<file path="config.mk">
export PLATFORM = sky130hd
export DESIGN_NAME = gdcp_front
export DESIGN_NICKNAME = d
export VERILOG_FILES = /design/src/rtl/gdcp_pkg.sv /design/src/rtl/gdcp_front.sv
export SDC_FILE = /design/constraint.sdc
export NUM_CORES = 1
export LEC_CHECK = 0
export BUFFER_PORTS_ARGS = -buffer_cell sky130_fd_sc_hd__buf_2
export CAP_MARGIN = 40
export CELL_PAD_IN_SITES_DETAIL_PLACEMENT = 0
export CELL_PAD_IN_SITES_GLOBAL_PLACEMENT = 1
export CORE_MARGIN = 2
export CORE_UTILIZATION = 30
export CTS_BUF_LIST = sky130_fd_sc_hd__clkbuf_8
export CTS_CLUSTER_SIZE = 40
export DETAILED_ROUTE_END_ITERATION = 6
export MAX_ROUTING_LAYER = met4
export PLACE_DENSITY = 0.76
export SKIP_LAST_GASP = 1
export SLEW_MARGIN = 10
export SYNTH_ARGS = -nofsm -noshare
export SYNTH_HDL_FRONTEND = slang
export SYNTH_SLANG_ARGS = --single-unit
</file>
<file path="constraint.sdc">
create_clock -name i_clk -period 4.2 [get_ports i_clk]
set_input_delay 0.63 -clock i_clk [delete_from_list [all_inputs] [get_ports i_clk]]
set_output_delay 0.63 -clock i_clk [all_outputs]
set_load 0.05 [all_outputs]
</file>
<file path="src/rtl/gdcp_pkg.sv">
// Types and constants of the delta-correlation prefetcher.
// Depends on nothing; used by the top, front and back modules.
`timescale 1ns / 1ps
`default_nettype none
package gdcp_pkg;
    localparam int ADDR_W  = 64;
    localparam int CHUNK_W = 16;
    localparam int STEPS_W = 2;

    typedef enum logic [2:0] {
        S_CLEAR,
        S_IDLE,
        S_HEAD,
        S_LINK,
        S_WALK,
        S_FIN
    } t_bstate;

    typedef enum logic [1:0] {
        PH_FIRST,
        PH_SECOND,
        PH_MATCH1,
        PH_MATCH2
    } t_phase;

    typedef enum logic [1:0] {
        F_MUL,
        F_SUB,
        F_FIX
    } t_fstep;
endpackage
`default_nettype wire

</file>
<file path="src/rtl/gdcp_front.sv">
// Front part: accepts accesses, drops hits, reduces the instruction address
// to an index slot 16 bits at a time. Depends on gdcp_pkg.
`timescale 1ns / 1ps
`default_nettype none
module gdcp_front
    import gdcp_pkg::*;
#(
    parameter int INDEX_DEPTH = 256
) (
    input  wire logic                            i_clk,
    input  wire logic                            i_rst_n,
    input  wire logic                            i_push,
    output logic                                 o_full,
    input  wire logic [ADDR_W-1:0]               i_access_address,
    input  wire logic [ADDR_W-1:0]               i_instr_address,
    input  wire logic                            i_was_hit,
    output logic                                 o_job_push,
    input  wire logic                            i_job_full,
    output logic [2*ADDR_W+$clog2(INDEX_DEPTH)-1:0] o_job_data
);
    localparam int IW = $clog2(INDEX_DEPTH);
    localparam logic [2*CHUNK_W-1:0] RECIP =
        (2*CHUNK_W)'((64'd1 << (2*CHUNK_W)) / 64'(INDEX_DEPTH));

    logic                 r_busy, n_busy;
    logic                 r_done, n_done;
    logic [STEPS_W-1:0]   r_chunk, n_chunk;
    t_fstep               r_fstep, n_fstep;
    logic [ADDR_W-1:0]    r_sh, n_sh;
    logic [IW-1:0]        r_rem, n_rem;
    logic [2*CHUNK_W-1:0] r_q, n_q;
    logic [IW:0]          r_t, n_t;
    logic [ADDR_W-1:0]    r_addr, n_addr;
    logic [ADDR_W-1:0]    r_ip, n_ip;
    logic [2*CHUNK_W-1:0] w_v;
    logic [4*CHUNK_W-1:0] w_prod;
    logic [3*CHUNK_W-1:0] w_t;

    assign o_full     = r_busy;
    assign o_job_push = r_done;
    assign o_job_data = {r_addr, r_ip, r_rem};

    // Partial remainder followed by the next chunk, its reciprocal estimate
    // of the quotient (exact or one low) and the remainder left by it
    assign w_v    = {CHUNK_W'(r_rem), r_sh[ADDR_W-1 -: CHUNK_W]};
    assign w_prod = (4*CHUNK_W)'(w_v) * (4*CHUNK_W)'(RECIP);
    assign w_t    = (3*CHUNK_W)'(w_v) - (3*CHUNK_W)'(r_q) * (3*CHUNK_W)'(INDEX_DEPTH);

    // Reduce the instruction address modulo the index depth, chunk by chunk
    always_comb begin
        n_busy  = r_busy;
        n_done  = r_done;
        n_chunk = r_chunk;
        n_fstep = r_fstep;
        n_sh    = r_sh;
        n_rem   = r_rem;
        n_q     = r_q;
        n_t     = r_t;
        n_addr  = r_addr;
        n_ip    = r_ip;
        if (!r_busy) begin
            if (i_push && !i_was_hit) begin
                n_busy  = 1'b1;
                n_done  = 1'b0;
                n_chunk = '0;
                n_fstep = F_MUL;
                n_rem   = '0;
                n_sh    = i_instr_address;
                n_addr  = i_access_address;
                n_ip    = i_instr_address;
            end
        end else if (!r_done) begin
            unique case (r_fstep)
                F_MUL: begin
                    n_q     = w_prod[4*CHUNK_W-1 -: 2*CHUNK_W];
                    n_fstep = F_SUB;
                end
                F_SUB: begin
                    n_t     = w_t[IW:0];
                    n_fstep = F_FIX;
                end
                F_FIX: begin
                    if (r_t >= (IW+1)'(INDEX_DEPTH)) begin
                        n_rem = IW'(r_t - (IW+1)'(INDEX_DEPTH));
                    end else begin
                        n_rem = r_t[IW-1:0];
                    end
                    n_sh    = r_sh << CHUNK_W;
                    n_chunk = r_chunk + 1'b1;
                    n_fstep = F_MUL;
                    if (r_chunk == '1) begin
                        n_done = 1'b1;
                    end
                end
                default: n_fstep = F_MUL;
            endcase
        end else if (!i_job_full) begin
            n_busy = 1'b0;
            n_done = 1'b0;
        end
    end

    // Hold control and payload
    always_ff @(posedge i_clk) begin
        if (!i_rst_n) begin
            r_busy  <= 1'b0;
            r_done  <= 1'b0;
            r_chunk <= '0;
            r_fstep <= F_MUL;
        end else begin
            r_busy  <= n_busy;
            r_done  <= n_done;
            r_chunk <= n_chunk;
            r_fstep <= n_fstep;
        end
        r_sh   <= n_sh;
        r_rem  <= n_rem;
        r_q    <= n_q;
        r_t    <= n_t;
        r_addr <= n_addr;
        r_ip   <= n_ip;
    end
endmodule
`default_nettype wire

</file>
==> flow_metrics.env, run 1 <==
export IMPL_status="complete, no violations"
export IMPL_fin_skew_ns=0.00964
export IMPL_path_class="reg -> reg"
export IMPL_vias_per_cell=4.08
export IMPL_crit_path_start_kind="flop"
export IMPL_seqCellArea_sq_um=5410
export IMPL_grt_max_degree=71
export IMPL_synth_warnings=0
export IMPL_power_leakage_nw=3.18
export IMPL_drc_errors=0
export IMPL_fp_row_count=51
export IMPL_grt_pass1_vias=3479
export IMPL_fmax_mhz=445
export IMPL_global_route_usage_met3_pct=4.09
export IMPL_ant_nets=0
export IMPL_routed_wl_um=13000
export IMPL_ys_top_cells_by_area="edfxtp_1 88%, mux2_2 4.5%, dfxtp_1 2.0%"
export IMPL_drv_slew=0
export IMPL_cts_sinks=182
export IMPL_routabilityCongestion=0.785
export IMPL_synthArstFlopShare_pct=0
export IMPL_synth_top_cells_by_count="176 x edfxtp_1, 24 x mux2_2, 10 x nor2b_1, 8 x and2_1, 6 x dfxtp_1"
export IMPL_io_pins=271
export IMPL_synth_largest_area_cell="edfxtp_1"
export IMPL_synth_edf_count=176
export IMPL_die_w_um=145
export IMPL_rsz0062_at_grt="no"
export IMPL_wl_per_cell_um=15.9
export IMPL_netlist_instances=252
export IMPL_synth_seq_cells=182
export IMPL_top_usage_layer="met2"
export IMPL_area_growth_syn_to_layout_pct=35.3
export IMPL_ctsResizeCount=0
export IMPL_drtIter0Drc=113
export IMPL_maxCapViolCount=0
export IMPL_syn_area_per_cell_sq_um=23.7
export IMPL_p_total_mw=3.68
export IMPL_crit_path_end_kind="flop"
export IMPL_design_die_area_sq_um=21100
export IMPL_grt_pass1_wl_um=19600
export IMPL_multiInputGateArea_sq_um=533
export IMPL_setup_tns_final_ns=0
export IMPL_peakVddDrop_mv=0.211
export IMPL_use_met1_pct=14.3
export IMPL_die_y_um=145
export IMPL_place_detailed_hpwl_um=9730
export IMPL_critPathMaxFanout=70
export IMPL_fin_crit_sh_pct=53.5
export IMPL_h_tree_depth=4
export IMPL_ys_flop_type="edfxtp_1"
export IMPL_final_area_sq_um=8090
export IMPL_cts_root_buf="clkbuf_8"
export IMPL_initial_core_util_pct=30.6
export IMPL_hold_viol=0
export IMPL_numCtsBuffers=17
export IMPL_clockBufferDepth=2
export IMPL_fin_nets=672
export IMPL_yosysSeqAreaShare_pct=90.4
export IMPL_fillers=1792
export IMPL_ys_types=23
export IMPL_worstMarginPinSlew_ns=0.723
export IMPL_cts_hold_buf=0
export IMPL_dpl_instance_area_sq_um=7690
export IMPL_gr_total_overflow=0
export IMPL_grtUsageTotal_pct=12.7
export IMPL_p_per_area_nw_per_um2=455
export IMPL_syn_cell_area_sq_um=5980
export IMPL_core_sq_um=19500
export IMPL_min_path_type="in -> reg"
export IMPL_first_pass_iters=4
export IMPL_cts_setup_buffers=0
export IMPL_via_count=3342
export IMPL_cp_arrival_ns=2.35
export IMPL_drive_gt1_share_pct=60.1
export IMPL_path_clk_slew_ns=0.10
export IMPL_synth_most_common_cell="edfxtp_1"
export IMPL_clk_latency_ns=0.44
export IMPL_worstPathRequired_ns=4.30
export IMPL_synth_top_cell_area_share_pct=88.4
export IMPL_antenna_found_initial=3
export IMPL_io_buffers=270
export IMPL_cts_tree="built"
export IMPL_use_met2_pct=21.0
export IMPL_maxSlewHeadroom_pct=51.8
export IMPL_setup_viol=0
export IMPL_period_needed_ns=2.25
export IMPL_synthesis_nets=386
critical path: stages, from the launching register on:
cell and delay [ns]:
dfxtp_2 0.35, or3b_1 0.51, inv_4 0.55, buf_12 0.39
report_power, final:
part	internal, mW	switching, mW	total, mW
combinational	0.111	0.297	0.408
clock	0.535	0.629	1.16
sequential	2.08	0.0193	2.10
final cells by class:
type / instances / share of cell area, %
Multi-Input combinational cell: 62 / 6.59
Clock buffer: 17 / 2.89
Clock inverter: 15 / 1.90
Inverter: 2 / 0.124
Timing Repair Buffer: 273 / 17.5
Tap cell: 265 / 4.10
Sequential cell: 182 / 66.8
Antenna cell: 3 / 0.0928
logic make-up (layout without fill, tap and decap cells):
| logic type | count (synthesis) | count (layout) | share of synthesized area, % |
|---|---|---|---|
| muxes | 24 | 24 | 4.52 |
| other | 0 | 3 | 0 |
| buffers and inverters | 8 | 307 | 0.691 |
| adders and majority gates | 1 | 1 | 0.209 |
| and+or+nand+nor | 30 | 30 | 3.33 |
| AOI/OAI and AO/OA | 7 | 7 | 0.816 |
| DFF | 182 | 182 | 90.4 |
metrics by stage:
stage                     util, %  hold WS [ns]  setup slack, ns  std cells
after global placement       39.2         0.403             1.64        782
after global routing         41.4         0.303             1.81        819
final                        41.4         0.354             1.95        819
after detailed placement     39.4         0.405             1.55        784
after CTS                    41.4         0.312             1.91        816
after floorplan                 -         0.400            0.122        252
placed cells by master (no fill, tap or decap), types with 2 or more instances in the layout:
master     instances
edfxtp_1         176
nor2b_1           10
mux2_2            24
dfxtp_1            5
bufinv_16          2
nand2b_1           2
buf_12             3
buf_2            270
o22ai_1            2
clkinv_4           2
inv_6              4
clkinv_2           3
diode_2            3
nand2_1            3
clkbuf_8          17
inv_1              2
and2_1             8
a31oi_1            2
state kept, by name, indices dropped and copies added (netlist names):
| register | cells |
|---|---|
| r_addr | 64 |
| r_ip | 64 |
| r_sh | 32 |
| r_rem | 8 |
| r_t | 8 |
| r_chunk | 2 |
| r_fstep | 2 |
| o_full | 1 |
| o_job_push | 1 |
worst paths after layout:
kind | slack [ns] | cells past startpoint | endpoint | start
max | 1.95 | 3 | r_ip[41] | o_full
min | 0.35 | 1 | r_addr[0] | i_access_address[0]
max reg2reg | 1.95 | 3 | r_ip[41] | o_full
min reg2reg | 0.42 | 0 | r_t[5] | r_sh[53]
per-layer routing:
metal	routed length, um	up-vias
met5	0	-
met4	247	0
met3	814	17
met2	6570	135
met1	5410	1622
li1	-	1568
Note: power is estimated with default switching activity, not from simulation.
==> inputs of run 2 (changes only) <==
--- a/config.mk
+++ b/config.mk
@@ -5,6 +5,7 @@
 export SDC_FILE = /design/constraint.sdc
 export NUM_CORES = 1
 export LEC_CHECK = 0
+export ABC_AREA = 1
 export BUFFER_PORTS_ARGS = -buffer_cell sky130_fd_sc_hd__buf_2
 export CAP_MARGIN = 40
 export CELL_PAD_IN_SITES_DETAIL_PLACEMENT = 0
@@ -15,7 +16,7 @@
 export CTS_CLUSTER_SIZE = 40
 export DETAILED_ROUTE_END_ITERATION = 6
 export MAX_ROUTING_LAYER = met4
-export PLACE_DENSITY = 0.76
+export PLACE_DENSITY = 0.75
 export SKIP_LAST_GASP = 1
 export SLEW_MARGIN = 10
 export SYNTH_ARGS = -nofsm -noshare
==> constraint.sdc (replaced) <==
create_clock -name i_clk -period 2.1 [get_ports i_clk]
set_input_delay 0.315 -clock i_clk [delete_from_list [all_inputs] [get_ports i_clk]]
set_output_delay 0.315 -clock i_clk [all_outputs]
set_load 0.05 [all_outputs]
==> flow_metrics.env, run 2 <==
export IMPL_p_total_mw=7.52
export IMPL_maxCapViolCount=0
export IMPL_reg_top3="r_addr (64), r_ip (64), r_sh (32)"
export IMPL_p_per_area_nw_per_um2=854
export IMPL_setup_viol=0
export IMPL_min_path_type="in -> reg"
export IMPL_fmax_mhz=590
export IMPL_vias_per_cell=4.10
export IMPL_routed_wl_um=14300
export IMPL_synth_top_cell_area_share_pct=87.2
export IMPL_core_sq_um=19700
export IMPL_cts_root_buf="clkbuf_8"
export IMPL_area_growth_syn_to_layout_pct=45.2
export IMPL_peakVddDrop_mv=0.354
export IMPL_period_needed_ns=1.70
export IMPL_maxSlewHeadroom_pct=59.6
export IMPL_synthesis_nets=467
export IMPL_design_die_area_sq_um=21400
export IMPL_layout_common_cells="270 x buf_2, 176 x edfxtp_1, 87 x nand2_1"
export IMPL_grt_max_degree=113
export IMPL_worstMarginPinSlew_ns=0.606
export IMPL_place_detailed_hpwl_um=10000
export IMPL_ant_nets=0
export IMPL_path_class="reg -> reg"
export IMPL_cp_arrival_ns=1.90
export IMPL_gr_total_overflow=0
export IMPL_dpl_cell_count=865
export IMPL_synth_most_common_cell="edfxtp_1"
export IMPL_critPathMaxFanout=27
export IMPL_die_y_um=146
export IMPL_cts_setup_buffers=0
export IMPL_die_w_um=146
export IMPL_synthArstFlopShare_pct=0
export IMPL_ctsResizeCount=0
export IMPL_via_count=3960
export IMPL_rsz0062_at_grt="no"
export IMPL_ys_flop_type="edfxtp_1"
export IMPL_dpl_worst_slack_ns=0.388
export IMPL_power_leakage_nw=3.69
export IMPL_grt_pass1_wl_um=21200
export IMPL_fin_crit_sh_pct=80.7
export IMPL_ys_top_cells_by_area="edfxtp_1 87%, nand2_1 5.4%, dfxtp_1 2.0%"
export IMPL_cp_slowest_cell="dfxtp_1"
export IMPL_hold_viol=0
export IMPL_cts_sinks=182
export IMPL_synth_seq_cells=182
export IMPL_slowest_delay_ns=0.41
export IMPL_syn_area_per_cell_sq_um=18.2
export IMPL_drv_slew=0
export IMPL_numCtsBuffers=17
export IMPL_crit_path_end_kind="flop"
export IMPL_synth_largest_area_cell="edfxtp_1"
export IMPL_fin_ws_ns=0.404
export IMPL_crit_path_start_kind="flop"
export IMPL_cts_tree="built"
export IMPL_netlist_instances=333
export IMPL_grtUsageTotal_pct=13.5
export IMPL_synth_warnings=0
export IMPL_crit_chain="inv_1 -> nand2_4 -> nor2_4 -> nor2_2 -> clkinvlp_4 -> buf_12"
export IMPL_clockBufferDepth=2
export IMPL_drive_gt1_share_pct=45.0
export IMPL_drtIter0Drc=166
export IMPL_fp_row_count=51
export IMPL_initial_core_util_pct=30.8
export IMPL_layout_cells_most_common="buf_2"
export IMPL_fin_util_pct=44.8
export IMPL_antenna_found_initial=5
export IMPL_worstPathRequired_ns=2.30
export IMPL_synth_edf_count=176
export IMPL_synth_top_cells_by_count="176 x edfxtp_1, 87 x nand2_1, 25 x inv_1, 13 x nor2_1, 6 x dfxtp_1"
export IMPL_status="complete, no violations"
export IMPL_drc_errors=0
export IMPL_fin_skew_ns=0.00885
export IMPL_routabilityCongestion=0.792
export IMPL_io_buffers=270
export IMPL_yosysSeqAreaShare_pct=89.2
export IMPL_h_tree_depth=4
export IMPL_io_pins=271
export IMPL_wl_per_cell_um=14.8
export IMPL_clk_latency_ns=0.45
export IMPL_syn_cell_area_sq_um=6060
export IMPL_path_clk_slew_ns=0.10
export IMPL_first_pass_iters=4
export IMPL_layout_cells_non_filler=966
export IMPL_hold_slack_ns=0.0371
export IMPL_ys_types=18
export IMPL_fin_nets=817
export IMPL_cts_hold_buf=55
export IMPL_grt_pass1_vias=4079
==> run 2: changes by cell type after synthesis, moves of 4 or more <==
cell / change
nand3_1: +4
a21oi_1: +5
nor2b_1: -10
mux2_2: -24
nand2_1: +83
inv_1: +23
nor2_1: +13
and2_1: -8
==> run 2: cells by family (layout without fill, tap and decap cells) <==
| group | Yosys count | after routing | synth area share [%] |
|---|---|---|---|
| AOI/OAI and AO/OA | 8 | 8 | 0.702 |
| adders and majority gates | 1 | 1 | 0.206 |
| buffers and inverters | 33 | 396 | 2.46 |
| DFF | 182 | 182 | 89.2 |
| other | 0 | 5 | 0 |
| and+or+nand+nor | 109 | 109 | 7.47 |
==> run 2: per-stage QoR <==
stage	TNS (ns)	area (sq um)
floorplan	-153.99	6080
global placement	0	7770
global route	0	8800
detailed placement	0	7770
CTS	0	8700
finish	0	8800
==> run 2: path summary, 6_finish.rpt <==
| path | startpoint | endpoint | slack [ns] | cells past startpoint |
|---|---|---|---|---|
| setup / recovery | o_job_push | r_rem[4] | 0.40 | 6 |
| hold / removal | i_access_address[43] | r_addr[43] | 0.04 | 1 |
| setup reg to reg | o_job_push | r_rem[4] | 0.40 | 6 |
| hold reg to reg | r_sh[50] | r_t[2] | 0.43 | 0 |
==> run 2: cell type report <==
type	count	area [sq um]
fillers	1794	10900
flip-flops and latches	182	5410
repair buffers	338	2050
multi-input cells	118	515
well taps	265	332
clock buffers	17	234
clock inverters	15	145
inverters	26	106
diodes	5	12.5
==> run 2: report_power, final <==
group | total (mW) | leakage, nW | switching [mW] | internal (mW)
clock | 2.27 | 0.196 | 1.30 | 0.971
sequential | 4.25 | 1.69 | 0.0485 | 4.20
combinational | 1.01 | 1.80 | 0.710 | 0.296
total | 7.52 | 3.69 | 2.05 | 5.47
==> run 2: critical path, delay by kind of cell, from the launching register on <==
family,cells,cell delay [ns]
buf+inv,3,0.71
flops,1,0.41
simple gates,3,0.31
==> run 2: metal layers <==
layer | wire length, um | GRT usage [%]
met5 | 0 | -
met2 | 7350 | 23.0
met4 | 355 | 5.49
met1 | 5530 | 14.2
met3 | 1070 | 5.16
