`src/rtl/gdcp_queue.sv`:
```
// Two-entry queue between the front and back parts.
// Depends on nothing.
`timescale 1ns / 1ps
`default_nettype none
module gdcp_queue #(
    parameter int W = 8
) (
    input  wire logic         i_clk,
    input  wire logic         i_rst_n,
    input  wire logic         i_push,
    output logic              o_full,
    input  wire logic [W-1:0] i_data,
    input  wire logic         i_pop,
    output logic              o_empty,
    output logic [W-1:0]      o_data
);
    logic [W-1:0] r_mem [2];
    logic         r_wr, r_rd;
    logic [1:0]   r_cnt;
    logic         w_push, w_pop;

    assign o_full  = (r_cnt == 2'd2);
    assign o_empty = (r_cnt == 2'd0);
    assign o_data  = r_mem[r_rd];
    assign w_push  = i_push && !o_full;
    assign w_pop   = i_pop && !o_empty;

    // Advance pointers and count
    always_ff @(posedge i_clk) begin
        if (!i_rst_n) begin
            r_wr  <= 1'b0;
            r_rd  <= 1'b0;
            r_cnt <= 2'd0;
        end else begin
            if (w_push) r_wr <= ~r_wr;
            if (w_pop)  r_rd <= ~r_rd;
            r_cnt <= r_cnt + {1'b0, w_push} - {1'b0, w_pop};
        end
        if (w_push) r_mem[r_wr] <= i_data;
    end
endmodule
`default_nettype wire

```
`config.mk`:
```
export PLATFORM = sky130hd
export DESIGN_NAME = gdcp_queue
export DESIGN_NICKNAME = d
export VERILOG_FILES = /design/src/rtl/gdcp_queue.sv
export SDC_FILE = /design/constraint.sdc
export NUM_CORES = 1
export LEC_CHECK = 0
export BUFFER_PORTS_ARGS = -buffer_cell sky130_fd_sc_hd__buf_2
export CAP_MARGIN = 20
export CORE_MARGIN = 4
export CORE_UTILIZATION = 25
export CTS_CLUSTER_DIAMETER = 80
export DETAILED_ROUTE_END_ITERATION = 6
export PLACE_DENSITY_LB_ADDON = 0.08
export SYNTH_ARGS = -nofsm -noshare
export SYNTH_HDL_FRONTEND = slang
export SYNTH_SLANG_ARGS = --single-unit
```
`constraint.sdc`:
```
create_clock -name i_clk -period 2.05 [get_ports i_clk]
set_input_delay 0.3075 -clock i_clk [delete_from_list [all_inputs] [get_ports i_clk]]
set_output_delay 0.3075 -clock i_clk [all_outputs]
set_load 0.02 [all_outputs]
```
==> flow_metrics.tcl, run 1 <==
set metrics [dict create \
    worst_ir_drop_vdd_mv 0.455 \
    synthesis.yosys.warnings 0 \
    reg2reg_setup_slack_ns 0.36 \
    dpl.hpwl_um 1000 \
    chipHeight_um 65.0 \
    clk_root_buffer_cell "sky130_fd_sc_hd__clkbuf_4" \
    crit_path_start_kind "flop" \
    synthesis.area_um2 812 \
    count_of_instances_resized_after_the_clock_tree_is_built 0 \
    antenna_cells 0 \
    number_of_antenna_violations_at_the_first_check_in_global_routing 0 \
    clock_skew_ns 0.0115 \
    p_leak_uw 0.000416 \
    wire_length_of_the_first_global_routing_pass_um 2240 \
    postCtsHoldBufs 0 \
    ios 22 \
    placement.setup.worst_slack_ns 0.376 \
    clock_sinks 21 \
    r2r.worst_path.cells 8 \
    dr.first_iter.drc_count 15 \
    initial_utilization 0.264 \
    syn_to_final_growth_pct 24.2 \
    post-route-worst-setup-slack_ns 0.308 \
    report.final.hold_viol_count 0 \
    post_layout_nonfiller_instances 122 \
    beginning_of_the_worst_register_to_register_path "r_cnt[0]" \
    register_area_share_after_synthesis 0.715 \
    cellPowerDensity_nw_per_um2 1240 \
    timing.critical_path.to "o_data[6]" \
    post-route-min-period_ns 1.74 \
    final-max-slew-violation-count 0 \
    die_x_um 65.0 \
    tritoncts.num_buffers 3 \
    finalCritPeriodShare 0.850 \
    setup_viol 0 \
    synth_cells 52 \
    number_of_nets_with_antenna_violations_after_routing 0 \
    overflow 0 \
    avgViaCountPerCell 3.74 \
    grt_max_degree 12 \
    commonest_non_fill_non_tap_cells_in_the_layout "21 x sky130_fd_sc_hd__buf_2, 16 x sky130_fd_sc_hd__edfxtp_1, 8 x sky130_fd_sc_hd__mux2_2" \
    synth_cell_types 17 \
    fin_tns_setup_ns 0 \
    syn_area_per_cell_um2 15.6 \
    rsz0062_at_grt "no" \
    timing.rr.end "r_cnt[1]" \
    final_cell_utilization_of_the_core 0.328 \
    ys_ff_latch 21 \
    drt-total-wl_um 1410 \
    detail_route.drc_violations 0 \
    grtUsageTotal 0.0745 \
    cp.required_ns 1.74 \
    wire_per_inst_um 11.5 \
    core_region_area_um2 3080 \
    clkLatencyLatePin_ns 0.30 \
    placed_cells 118 \
    worstHoldPathType "in -> reg" \
    drt_pre_antenna_iters 3 \
    via_count_of_the_first_global_routing_pass 448 \
    cts-htree-levels 1 \
    cp_data_arrival_time_ns 1.43 \
    worst-setup-path-type "reg -> out" \
    placer_congestion_estimate 0.662 \
    maximum_clock_frequency_mhz 574 \
    crit_fanout 8 \
    port_buffers 21 \
    clk_pin_slew_ns 0.12 \
    mostFrequentLayoutCell "sky130_fd_sc_hd__buf_2" \
    die_area_um2 4220 \
    cts_setup_buffers 0 \
    via_count 456 \
    drive_gt1_frac 0.462 \
    clockBufferDepth 2 \
    max-cap-violations 0 \
    synthesis.nets 66 \
    timing.max_slew.rel_slack 0.718 \
    fp-row-count 20 \
    timing.critical_path.to_type "output pin" \
    finish.net_count 93 \
    outcome "finished, final reports clean" \
    worst_pin_slew_ns 0.424 \
    tritoncts "built" \
    holdWs_ns 0.185 \
]
cells in the mapped netlist:
master	n	area (µm²)
sky130_fd_sc_hd__edfxtp_1	16	480
sky130_fd_sc_hd__mux2_2	8	90.1
sky130_fd_sc_hd__dfxtp_1	5	100
sky130_fd_sc_hd__nor2_1	5	18.8
sky130_fd_sc_hd__inv_1	3	11.3
sky130_fd_sc_hd__ha_1	2	25.0
sky130_fd_sc_hd__nand2_1	2	7.51
sky130_fd_sc_hd__nand2b_1	2	12.5
sky130_fd_sc_hd__and2_1	1	6.26
sky130_fd_sc_hd__and2_2	1	7.51
sky130_fd_sc_hd__and3_1	1	6.26
sky130_fd_sc_hd__buf_2	1	5.00
sky130_fd_sc_hd__mux2i_1	1	10.0
sky130_fd_sc_hd__nor3_1	1	5.00
sky130_fd_sc_hd__o21a_2	1	8.76
sky130_fd_sc_hd__xnor2_1	1	8.76
sky130_fd_sc_hd__xor2_1	1	8.76
layer usage:
metal,track usage,share of wire,vias up
li1,-,-,234
met1,0.0917,0.50,208
met2,0.110,0.44,12
met3,0.0364,0.045,2
met4,0.0317,0.015,0
met5,0,0,-
final cells by class:
| cell class | instances | area (µm²) |
|---|---|---|
| fill | 344 | 2070 |
| timing repair buffer | 23 | 120 |
| tap | 44 | 55.1 |
| inverter | 3 | 11.3 |
| multi-input combinational | 27 | 215 |
| sequential | 21 | 581 |
| clock buffer | 4 | 26.3 |
flip-flops by register name, indices dropped and copies added (netlist names), named ones only:
register  flops
r_rd          1
r_wr          1
r_mem        16
r_cnt         2
through the flow:
step | power (µW) | area (µm²)
6_report | 1250 | 1010
5_1_grt | 1340 | 1010
4_1_cts | 1270 | 1010
3_5_place_dp | 1070 | 982
3_3_place_gp | 1070 | 982
2_1_floorplan | 921 | 812
worst min-delay path by stage:
stage	cells past startpoint	slack, ns	from	to
2_1_floorplan	0	0.41	i_data[0]	r_mem[0][0]
3_3_place_gp	2	0.47	r_wr	r_wr
3_5_place_dp	2	0.50	r_wr	r_wr
4_1_cts	1	0.18	i_data[3]	r_mem[1][3]
5_1_grt	1	0.17	i_data[2]	r_mem[0][2]
6_report	1	0.18	i_data[3]	r_mem[1][3]
worst max-delay path: stages, from the launching register on:
cell and delay (ns):
sky130_fd_sc_hd__dfxtp_1 0.59, sky130_fd_sc_hd__mux2_2 0.38, sky130_fd_sc_hd__buf_2 0.16
power by group:
group / total [µW] / internal, µW / leakage (µW) / switching (µW)
clock network: 198 / 75.7 / 0.0000150 / 123
logic: 434 / 196 / 0.000210 / 238
registers: 616 / 555 / 0.000191 / 60.3
total: 1250 / 827 / 0.000416 / 421
logic make-up (layout without fill, tap and decap cells):
| logic type | Yosys count | after routing | share of synthesized area |
|---|---|---|---|
| xor+xnor | 2 | 2 | 0.0216 |
| buf+inv | 4 | 30 | 0.0200 |
| compound gates | 1 | 1 | 0.0108 |
| flops | 21 | 21 | 0.715 |
| mux | 9 | 9 | 0.123 |
| fa+ha+maj | 2 | 2 | 0.0308 |
| simple gates | 13 | 13 | 0.0786 |
(Power assumes the default switching activity.)
==> run 2: changes to the inputs <==
--- a/config.mk
+++ b/config.mk
@@ -5,6 +5,7 @@
 export SDC_FILE = /design/constraint.sdc
 export NUM_CORES = 1
 export LEC_CHECK = 0
+export ABC_AREA = 1
 export BUFFER_PORTS_ARGS = -buffer_cell sky130_fd_sc_hd__buf_2
 export CAP_MARGIN = 20
 export CORE_MARGIN = 4
==> constraint.sdc (replaced) <==
create_clock -name i_clk -period 1.6 [get_ports i_clk]
set_input_delay 0.24 -clock i_clk [delete_from_list [all_inputs] [get_ports i_clk]]
set_output_delay 0.24 -clock i_clk [all_outputs]
set_load 0.02 [all_outputs]
==> run 2 against run 1 <==
Net effect:
- sequential cell count unchanged
- synthesized cell count increased by 21%
- global-route usage shrank 0.72 points
- worst hold slack worse by 0.056 ns
- clock skew decreased by 0.0041 ns
- non-clock buffer count grew 2
- critical path depth increased by 1
- cell area increased by 6.6%
- final cell count grew 12%
- register-to-register slack worse by 0.21 ns
- critical endpoint is now o_data[0]
- largest cell class unchanged
==> flow_metrics.tcl, run 2 <==
set metrics [dict create \
    p_leak_uw 0.000479 \
    outcome "finished, final reports clean" \
    report.final.hold_viol_count 0 \
    timing.critical_path.to_type "output pin" \
    die_x_um 66.8 \
    drt-total-wl_um 1370 \
    synth-edff-count 16 \
    synthArstFlopShare 0 \
    drt_pre_antenna_iters 3 \
    clock_sinks 21 \
    worstHoldPathType "in -> reg" \
    die_area_um2 4460 \
    dr.first_iter.drc_count 11 \
    fillerInstances 362 \
    crit_fanout 8 \
    fp-row-count 21 \
    worst_ir_drop_vdd_mv 0.491 \
    port_buffers 21 \
    synth_cell_types 11 \
    fin_tns_setup_ns 0 \
    via_count 507 \
    cts-htree-levels 1 \
    crit_path_start_kind "flop" \
    largest_register_ff_count 16 \
    post-route-min-period_ns 1.52 \
    clk_root_buffer_cell "sky130_fd_sc_hd__clkbuf_4" \
    setup_viol 0 \
    overflow 0 \
    clock_skew_ns 0.00741 \
    avgViaCountPerCell 3.70 \
    commonest_non_fill_non_tap_cells_in_the_layout "21 x sky130_fd_sc_hd__buf_2, 16 x sky130_fd_sc_hd__edfxtp_1, 9 x sky130_fd_sc_hd__inv_1, 9 x sky130_fd_sc_hd__nand2_1, 8 x sky130_fd_sc_hd__mux2_4" \
    synth_area_leaders "sky130_fd_sc_hd__edfxtp_1 56%, sky130_fd_sc_hd__mux2_4 14%, sky130_fd_sc_hd__dfxtp_1 12%" \
    synth.cells.most_frequent "16 x sky130_fd_sc_hd__edfxtp_1, 9 x sky130_fd_sc_hd__inv_1, 9 x sky130_fd_sc_hd__nand2_1, 8 x sky130_fd_sc_hd__mux2_4, 6 x sky130_fd_sc_hd__nor2_1" \
    final_cell_utilization_of_the_core 0.322 \
    register_area_share_after_synthesis 0.671 \
    chipHeight_um 66.8 \
    clk_pin_slew_ns 0.12 \
    cts_setup_buffers 0 \
    postCtsHoldBufs 0 \
    top_register "r_mem" \
    wire_per_inst_um 10.0 \
    clockBufferDepth 2 \
    dpl.hpwl_um 1080 \
    finish.net_count 106 \
    placer_congestion_estimate 0.677 \
    syn_to_final_growth_pct 24.3 \
    max-cap-violations 0 \
    synth-main-ff-cell "sky130_fd_sc_hd__edfxtp_1" \
    largest_registers "r_mem (16), r_cnt (2)" \
    synth_top_cell_area_share 0.556 \
    synthesis.area_um2 865 \
    antenna_cells 0 \
    detail_route.drc_violations 0 \
    timing.max_slew.rel_slack 0.764 \
    via_count_of_the_first_global_routing_pass 557 \
    cp_data_arrival_time_ns 1.28 \
    tritoncts.num_buffers 3 \
    worst-setup-path-type "reg -> out" \
    wire_length_of_the_first_global_routing_pass_um 2220 \
    synth_top_area_cell "sky130_fd_sc_hd__edfxtp_1" \
    number_of_antenna_violations_at_the_first_check_in_global_routing 0 \
    worst_pin_slew_ns 0.354 \
    cp.required_ns 1.36 \
    final-max-slew-violation-count 0 \
    finalCritPeriodShare 0.948 \
    cellPowerDensity_nw_per_um2 1520 \
    initial_utilization 0.259 \
    synthesis.nets 77 \
    core_region_area_um2 3340 \
    synth_cells 63 \
    maximum_clock_frequency_mhz 659 \
    tritoncts "built" \
    synth_most_common_cell "sky130_fd_sc_hd__edfxtp_1" \
    ys_ff_latch 21 \
    reg2reg_setup_slack_ns 0.15 \
    grtUsageTotal 0.0674 \
    clkLatencyLatePin_ns 0.30 \
    mostFrequentLayoutCell "sky130_fd_sc_hd__buf_2" \
    ios 22 \
    number_of_nets_with_antenna_violations_after_routing 0 \
    syn_area_per_cell_um2 13.7 \
    grt_max_degree 13 \
    rsz0062_at_grt "no" \
    synthesis.yosys.warnings 0 \
    drive_gt1_frac 0.440 \
]
-- run 2: cell count changes after synthesis, sizes merged --
| cell | previous run | this run |
|---|---|---|
| and2 | 2 | 0 |
| xnor2 | 1 | 0 |
| nand3 | 0 | 3 |
| a21oi | 0 | 2 |
| nand2 | 2 | 9 |
| nand2b | 2 | 0 |
| mux2i | 1 | 0 |
| nor2 | 5 | 8 |
| inv | 3 | 9 |
| o21a | 1 | 0 |
| nor3 | 1 | 0 |
| and3 | 1 | 0 |
| xor2 | 1 | 0 |
-- run 2: kinds of logic after synthesis --
group                      after synthesis  synth area share
adders and majority gates                2            0.0289
AOI/OAI and AO/OA                        2            0.0116
DFF                                     21             0.671
and+or+nand+nor                         20            0.0969
buffers and inverters                   10            0.0521
muxes                                    8             0.139
-- run 2: cell type report --
cell class / count / area, µm² / area share
inverters: 9 / 33.8 / 0.0314
repair buffers: 25 / 135 / 0.126
clock inverters: 1 / 5.00 / 0.00466
multi-input cells: 32 / 239 / 0.222
flip-flops and latches: 21 / 582 / 0.541
well taps: 46 / 57.6 / 0.0536
clock buffers: 3 / 22.5 / 0.0210
-- run 2: per-stage QoR --
| stage | cell area, µm² | hold WS (ns) | instances | total power [µW] | setup slack [ns] |
|---|---|---|---|---|---|
| after floorplan | 865 | 0.333 | 63 | 1220 | 0.112 |
| after global placement | 1050 | 0.429 | 133 | 1420 | 0.130 |
| after detailed placement | 1050 | 0.433 | 133 | 1420 | 0.119 |
| after CTS | 1070 | 0.114 | 137 | 1670 | 0.0477 |
| after global routing | 1070 | 0.107 | 137 | 1770 | 0.00833 |
| final | 1070 | 0.128 | 137 | 1640 | 0.0824 |
-- run 2: per-layer routing --
metal | track usage | share of wire
met1 | 0.0671 | 0.41
met5 | 0 | 0
met4 | 0.0305 | 0.0095
met2 | 0.127 | 0.52
met3 | 0.0185 | 0.063
-- run 2: final timing paths --
path / start / end / cells after the start
setup / recovery: flop / o_data[0] / 3
hold / removal: i_data[0] / r_mem[1][0] / 1
setup reg to reg: r_cnt[0] / r_cnt[1] / 10
hold reg to reg: r_rd / flop / 2
-- run 2: where the power goes --
part | internal, µW | switching [µW] | leakage, µW
combinational | 285 | 359 | 0.000271
sequential | 704 | 44.4 | 0.000191
clock | 92.9 | 153 | 0.0000177
-- run 2: worst max-delay path: stages, from the launching register on --
cell	delay, ns
sky130_fd_sc_hd__dfxtp_1	0.32
sky130_fd_sc_hd__buf_4	0.19
sky130_fd_sc_hd__mux2_4	0.31
sky130_fd_sc_hd__buf_2	0.16
-- run 2: repair_timing --
action,4_1_cts,5_1_grt
resized for setup,0,1
endpoints found under the hold margin,0,0
endpoints found under the setup margin,0,1
==> run 3: changes to the inputs <==
--- a/config.mk
+++ b/config.mk
@@ -9,7 +9,7 @@
 export BUFFER_PORTS_ARGS = -buffer_cell sky130_fd_sc_hd__buf_2
 export CAP_MARGIN = 20
 export CORE_MARGIN = 4
-export CORE_UTILIZATION = 25
+export CORE_UTILIZATION = 40
 export CTS_CLUSTER_DIAMETER = 80
 export DETAILED_ROUTE_END_ITERATION = 6
 export PLACE_DENSITY_LB_ADDON = 0.08
==> run 3 against run 2 <==
Net effect:
- via count fell by 0.39%
- combinational power fell by 2%
- clock skew fell by 0.0064 ns
- largest power group unchanged
- non-clock buffer count fell by 2
- worst setup slack improved by 0.013 ns
- sequential share of layout area rose by 1.6 points
- final cell count fell by 15%
- utilization rose by 20 points
- cell area fell by 2.9%
- worst hold slack improved by 0.0094 ns
- critical path depth did not move
- highest routed layer unchanged
- clock power fell by 5%
==> flow_metrics.tcl, run 3 (synthesis results as in run 2) <==
set metrics [dict create \
    final-max-slew-violation-count 0 \
    avgViaCountPerCell 4.35 \
    clock_skew_ns 0.00105 \
    ios 22 \
    rsz0062_at_grt "no" \
    detail_route.drc_violations 0 \
    tritoncts.num_buffers 3 \
    multi_input_area_um2 248 \
    tritoncts "built" \
    core_region_area_um2 2000 \
    die_area_um2 2970 \
    worst_pin_slew_ns 0.331 \
    dr.first_iter.drc_count 4 \
    clk_root_buffer_cell "sky130_fd_sc_hd__clkbuf_4" \
    via_count_of_the_first_global_routing_pass 443 \
    clk_pin_slew_ns 0.10 \
    post-route-cell-area_um2 1040 \
    grtUsageMet3 0.0300 \
    crit_cells 3 \
    fraction_of_met1_tracks_used_by_global_routing 0.0988 \
    worstHoldPathType "in -> reg" \
    via_count 505 \
    dpl.hpwl_um 880 \
    cts_setup_buffers 0 \
    busiest_layer_in_global_routing "met2" \
    commonest_non_fill_non_tap_cells_in_the_layout "21 x sky130_fd_sc_hd__buf_2, 16 x sky130_fd_sc_hd__edfxtp_1, 9 x sky130_fd_sc_hd__inv_1" \
    port_buffers 21 \
    p_leak_uw 0.000468 \
    grtUsageTotal 0.0893 \
    cts-htree-levels 1 \
    fillerInstances 191 \
    drt-total-wl_um 1170 \
    initial_utilization 0.432 \
    timing.critical_path.to_type "output pin" \
    crit_fanout 8 \
    wire_per_inst_um 10.1 \
    largest_registers "r_mem (16), r_cnt (2)" \
    cp_slowest_cell "sky130_fd_sc_hd__dfxtp_1" \
    overflow 0 \
    syn_to_final_growth_pct 20.7 \
    number_of_nets_with_antenna_violations_after_routing 0 \
    worst-setup-path-type "reg -> out" \
    critical_path_buffer_and_inverter_count 2 \
    holdPathStages 1 \
    report.final.hold_viol_count 0 \
    cp_data_arrival_time_ns 1.26 \
    largest_register_ff_count 16 \
    clkLatencyLatePin_ns 0.28 \
    critical-path-max-stage-delay_ns 0.32 \
    grt.met2_usage 0.149 \
    maximum_clock_frequency_mhz 665 \
    placedInstanceArea_um2 1010 \
    antenna_cells 0 \
    drt_pre_antenna_iters 4 \
    clock_sinks 21 \
    path_cells "buf_4 -> mux2_4 -> buf_2" \
    top_register "r_mem" \
    placer_congestion_estimate 0.617 \
    max-cap-violations 0 \
    cellPowerDensity_nw_per_um2 1550 \
    die_x_um 54.5 \
    fp-row-count 16 \
    number_of_antenna_violations_at_the_first_check_in_global_routing 0 \
    worst_ir_drop_vdd_mv 0.802 \
    timing.max_slew.rel_slack 0.779 \
    finalCritPeriodShare 0.940 \
    r2r.worst_path.cells 11 \
    fin_tns_setup_ns 0 \
    finish.net_count 104 \
    wire_length_of_the_first_global_routing_pass_um 1820 \
    mostFrequentLayoutCell "sky130_fd_sc_hd__buf_2" \
    outcome "finished, final reports clean" \
    setup_viol 0 \
    chipHeight_um 54.5 \
    crit_path_start_kind "flop" \
    post-route-min-period_ns 1.50 \
    final-seq-area_um2 582 \
    worst_path_dominant_cell_family "buffers and inverters" \
    cp.required_ns 1.36 \
    drive_gt1_frac 0.449 \
    clockBufferDepth 2 \
    grt_max_degree 12 \
]
==> run 3: changes by cell type in the layout (fill, tap and decap cells not counted) <==
| cell | previous run | this run |
|---|---|---|
| sky130_fd_sc_hd__nand2_1 | 9 | 7 |
| sky130_fd_sc_hd__a21oi_2 | 0 | 1 |
| sky130_fd_sc_hd__nand2_2 | 0 | 2 |
| sky130_fd_sc_hd__clkbuf_1 | 0 | 1 |
| sky130_fd_sc_hd__a21oi_1 | 2 | 1 |
| sky130_fd_sc_hd__buf_4 | 4 | 2 |
| sky130_fd_sc_hd__clkinv_2 | 1 | 0 |
==> run 3: report_power, final <==
part           total (µW)  switching (µW)  internal (µW)
sequential            749            45.3            704
clock                 233             136           96.7
combinational         631             362            269
total                1610             543           1070
==> run 3: through the flow <==
stage	utilization	setup WS, ns	hold WS (ns)	cells	power, µW
floorplan	-	0.112	0.333	63	1220
finish	0.521	0.0953	0.138	116	1610
detailed placement	0.503	0.0580	0.431	112	1380
global placement	0.503	0.0938	0.428	112	1370
global route	0.521	0.0116	0.114	116	1740
CTS	0.516	0.0499	0.126	116	1610
==> run 3: routing by layer <==
layer,wire length (µm),share of wire
met1,490,0.42
met2,572,0.49
met3,97,0.083
met4,10,0.0085
met5,0,0
==> run 3: area by class of cell <==
| cell class | instances | share of cell area |
|---|---|---|
| Inverter | 9 | 0.0324 |
| Tap cell | 27 | 0.0324 |
| Sequential cell | 21 | 0.558 |
| Multi-Input combinational cell | 32 | 0.237 |
| Clock buffer | 4 | 0.0252 |
| Timing Repair Buffer | 23 | 0.115 |
==> run 3: worst paths after layout <==
path,startpoint,to,slack [ns]
min,i_data[6],r_mem[1][6],0.14
max,flop,o_data[5],0.1
max reg2reg,r_cnt[0],r_cnt[1],0.14
min reg2reg,r_rd,flop,0.51
==> run 3: repair_timing <==
item / in CTS / in global routing
resized for setup: 0 / 4
endpoints found under the hold margin: 0 / 0
hold buffers: 0 / 0
setup endpoints to repair: 0 / 1
==> run 3: worst register-to-register path: cells and delay by family, from the launching register on <==
family,cells,cell delay [ns]
adders and majority gates,2,0.43
and+or+nand+nor,6,0.43
DFF,1,0.36
buffers and inverters,3,0.17
